--- src/rtl/core/itoad_pkg.sv ---
// ============================================================================
// itoad_pkg
// Shared types, constants and helpers for the integer to ASCII converter.
// ============================================================================
package itoad_pkg;

    localparam int DIGIT_SLOTS = 11;
    localparam int CNT_W       = $clog2(DIGIT_SLOTS + 1);
    localparam int VAL_W       = 32;

    localparam logic [31:0] RECIP10   = 32'hCCCC_CCCD;
    localparam int          RECIP_SHR = 35;

    localparam logic [7:0] CHAR_ZERO  = 8'h30;
    localparam logic [7:0] CHAR_A     = 8'h61;
    localparam logic [7:0] CHAR_MINUS = 8'h2D;

    typedef enum logic [1:0] {
        MODE_UDEC = 2'd0,
        MODE_SDEC = 2'd1,
        MODE_HEX  = 2'd2,
        MODE_RSVD = 2'd3
    } t_mode;

    typedef enum logic [1:0] {
        S_IDLE = 2'd0,
        S_DIV  = 2'd1,
        S_SIGN = 2'd2,
        S_EMIT = 2'd3
    } t_state;

    typedef struct packed {
        logic load;
        logic step;
        logic put_sign;
        logic put_digit;
    } t_dp_cmd;

    typedef struct packed {
        logic             q_zero;
        logic             slots_full;
        logic             cnt_one;
        logic             neg;
        logic             out_free;
        logic [CNT_W-1:0] cnt;
    } t_dp_status;

    function automatic logic [7:0] glyph(input logic [3:0] digit);
        logic [7:0] ch;
        if (digit < 4'd10) begin
            ch = CHAR_ZERO + {4'b0, digit};
        end else begin
            ch = CHAR_A + {4'b0, digit} - 8'd10;
        end
        return ch;
    endfunction

endpackage

--- src/rtl/core/itoad_ctrl.sv ---
// ============================================================================
// itoad_ctrl
// Controller: sequences load, divide steps, sign and digit output.
// ============================================================================
module itoad_ctrl (
    input  logic                   i_clk,
    input  logic                   i_rst_n,
    input  logic                   i_in_valid,
    output logic                   o_in_ready,
    input  itoad_pkg::t_dp_status  i_st,
    output itoad_pkg::t_dp_cmd     o_cmd,
    output itoad_pkg::t_state      o_state
);
    import itoad_pkg::*;

    t_state r_state, n_state;

    always_ff @(posedge i_clk) begin
        if (!i_rst_n) begin
            r_state <= S_IDLE;
        end else begin
            r_state <= n_state;
        end
    end

    always_comb begin
        n_state    = r_state;
        o_cmd      = '0;
        o_in_ready = 1'b0;
        unique case (r_state)
            S_IDLE: begin
                o_in_ready = 1'b1;
                if (i_in_valid) begin
                    o_cmd.load = 1'b1;
                    n_state    = S_DIV;
                end
            end
            S_DIV: begin
                o_cmd.step = 1'b1;
                if (i_st.q_zero || i_st.slots_full) begin
                    n_state = i_st.neg ? S_SIGN : S_EMIT;
                end
            end
            S_SIGN: begin
                if (i_st.out_free) begin
                    o_cmd.put_sign = 1'b1;
                    n_state        = S_EMIT;
                end
            end
            S_EMIT: begin
                if (i_st.out_free) begin
                    o_cmd.put_digit = 1'b1;
                    if (i_st.cnt_one) begin
                        n_state = S_IDLE;
                    end
                end
            end
            default: n_state = S_IDLE;
        endcase
    end

    assign o_state = r_state;

endmodule

--- config.mk ---
export PLATFORM = sky130hd
export DESIGN_NAME = itoad_ctrl
export DESIGN_NICKNAME = d
export VERILOG_FILES = /design/src/rtl/core/itoad_pkg.sv /design/src/rtl/core/itoad_ctrl.sv
export SDC_FILE = /design/constraint.sdc
export NUM_CORES = 1
export LEC_CHECK = 0
export BUFFER_PORTS_ARGS = -buffer_cell sky130_fd_sc_hd__buf_4
export CORE_AREA = 2 2 39 41
export DETAILED_ROUTE_END_ITERATION = 8
export DIE_AREA = 0 0 41 43
export PLACE_DENSITY_LB_ADDON = 0.08
export SYNTH_ARGS = -nofsm -noshare
export SYNTH_HDL_FRONTEND = slang
export SYNTH_SLANG_ARGS = --single-unit
--- constraint.sdc ---
create_clock -name i_clk -period 1.9 [get_ports i_clk]
set_input_delay 0.19 -clock i_clk [delete_from_list [all_inputs] [get_ports i_clk]]
set_output_delay 0.19 -clock i_clk [all_outputs]
set_load 0.05 [all_outputs]
==> out/results.ini <==
[clocking]
path_clk_slew_ps = 30
clock_latency_ps = 220
ctsHoldBuffers = 0
cts_buffers = 3
post-cts-setup-buffers = 0
numClockSinks = 2
cts_tree = yes
cts_resized = 0
cts.path.max_buffers = 2
htreeDepth = 1
cts_root_buffer = clkbuf_4

[floorplan]
initial_utilization_pct = 15.82
die_w_um = 41
rows = 14
dieHeight_um = 43
dieArea_mm2 = 0.001763
io_pins = 19
coreArea_mm2 = 0.001384

[global_route]
grt_max_degree = 8
antenna_found_initial = 0
track_usage_pct = 8.208
grt.overflow.total = 0
grt_pass1_vias = 229
grt_pass1_wl_um = 903

[sta]
hold_ws_ps = 245.3
slew_headroom_pct = 68.98
setup_violations = 0
fin_crit_sh_pct = 86.19
max_freq_mhz = 610.6
rsz0062_at_grt = no
slew_violations = 0
final.setup_skew_ps = 1.459
hold_violations = 0
min_period_ps = 1638
fin_tns_setup_ps = 0
worst_pin_slew_ps = 464.4

[min_path]
holdPathEnd = o_state[1]
min_path_type = input pin to flip-flop
hold_path_depth = 3
hold_start = i_rst_n

[worst_setup_path]
path_max_fanout = 7
path_class = flip-flop to flip-flop
crit_required_ps = 2050
ff2ff_path_depth = 5
endpoint_kind = flip-flop
r2r_start = o_state[0]
cp-start-kind = flip-flop
arrival_ps = 1780
timing.rr.end = o_state[0]
r2r_slack_ps = 260

[synthesis]
avgSynthCellArea_um2 = 9.123
synth_nets = 40
ys_seq_area_share_pct = 18.29
synth_area_um2 = 219.0
synth_cells = 24
synth_cell_types = 13
ys_warn_count = 0
ys_ff_latch = 2

[placement]
placed_area_um2 = 349.1
gp_congestion = 0.7057
dpl.hpwl_um = 423.8
placed_cells = 54
portBuffers = 14

[finish]
seqCellArea_um2 = 42.54
largest_reg_flops = 2
fillCellCount = 155
layout.cells.non_filler = 57
n_antenna_cell = 0
design_area_um2 = 371.6
drive_gt1_share_pct = 58.54
fin_nets = 59
multiInputGateArea_um2 = 170.2
syn2layout_area_growth_pct = 69.71

[routing]
drtAntennaViolNets = 0
drtIter0Drc = 1
num_vias = 212
drc = 0
first_pass_iters = 3
vias_per_cell = 3.719
drt-total-wl_um = 532
wl_per_cell_um = 9.333

[pwr]
p_total_mw = 0.7019
max-vdd-ir-drop_uv = 445.7
power_density_mw_per_mm2 = 1889
p_leak_nw = 0.2027

[outcome]
status = completed

[flow_run]
cap_violations = 0

-- routing by layer --
layer,GRT usage (%),share of wire (%),up-vias
li1,-,-,115
met1,8.599,37,89
met2,11.56,53,8
met3,1.571,9.0,0
met4,10.00,0,0
met5,0,0,-
-- worst max-delay path by stage --
stage | start | endpoint | slack (ps) | cells past startpoint
CTS | o_state[0] | o_state[0] | 230 | 5
global placement | o_state[0] | o_state[0] | 250 | 5
floorplan | o_state[1] | o_state[0] | 7 | 5
detailed placement | o_state[0] | o_state[0] | 240 | 5
global route | o_state[0] | o_state[0] | 120 | 5
finish | o_state[0] | o_state[0] | 260 | 5
-- worst max-delay path, stage by stage, from the launching register on --
cell and delay [ps]:
dfxtp_2 370, inv_1 80, ha_1 200, o21ba_1 180
a2111oi_2 490, mux2i_1 230
-- power by group --
| group | switching [mW] | internal, mW |
|---|---|---|
| clock | 0.0241 | 0.0697 |
| combinational | 0.324 | 0.184 |
| sequential | 0.0325 | 0.0678 |
-- Yosys cell counts --
cell type  n  area share (%)
and3b_1    1             4.0
and2_2     1             3.4
o21ba_1    1             4.6
nor3b_1    1             3.4
o31ai_1    1             3.4
and2_1     2             5.7
mux2i_1    2             9.1
and2b_2    2             8.0
ha_1       4              23
nand2_1    3             5.1
inv_1      3             5.1
a2111oi_2  1             6.9
dfxtp_1    2              18
-- placed cells by master (no fill, tap or decap), drive strengths merged --
cell type and count:
a2111oi 1, and2 3, and2b 2, and3b 1
buf 14, clkbuf 3, dfxtp 2, ha 4
inv 3, mux2i 2, nand2 3, nor3b 1
o21ba 1, o31ai 1
-- metrics by stage --
stage          setup slack (ps)  utilization [%]
2_1_floorplan             6.846                -
3_3_place_gp              252.7            25.23
3_5_place_dp              237.1            25.23
4_1_cts                   230.5            26.85
5_1_grt                   122.7            26.85
6_report                  262.3            26.85
-- final cells by class --
type	count	share of cell area [%]
sequential	2	11.45
inverter	3	3.030
tap	16	5.387
clock buffer	3	6.061
timing repair buffer	14	28.28
multi-input combinational	19	45.79
-- cell families after synthesis --
family          after synthesis  share of synthesized area [%]
mux                           2                          9.143
buf+inv                       3                          5.142
fa+ha+maj                     4                          22.86
simple gates                 10                          29.72
flops                         2                          18.29
compound gates                3                          14.86
Note: power is estimated with default switching activity, not from simulation.
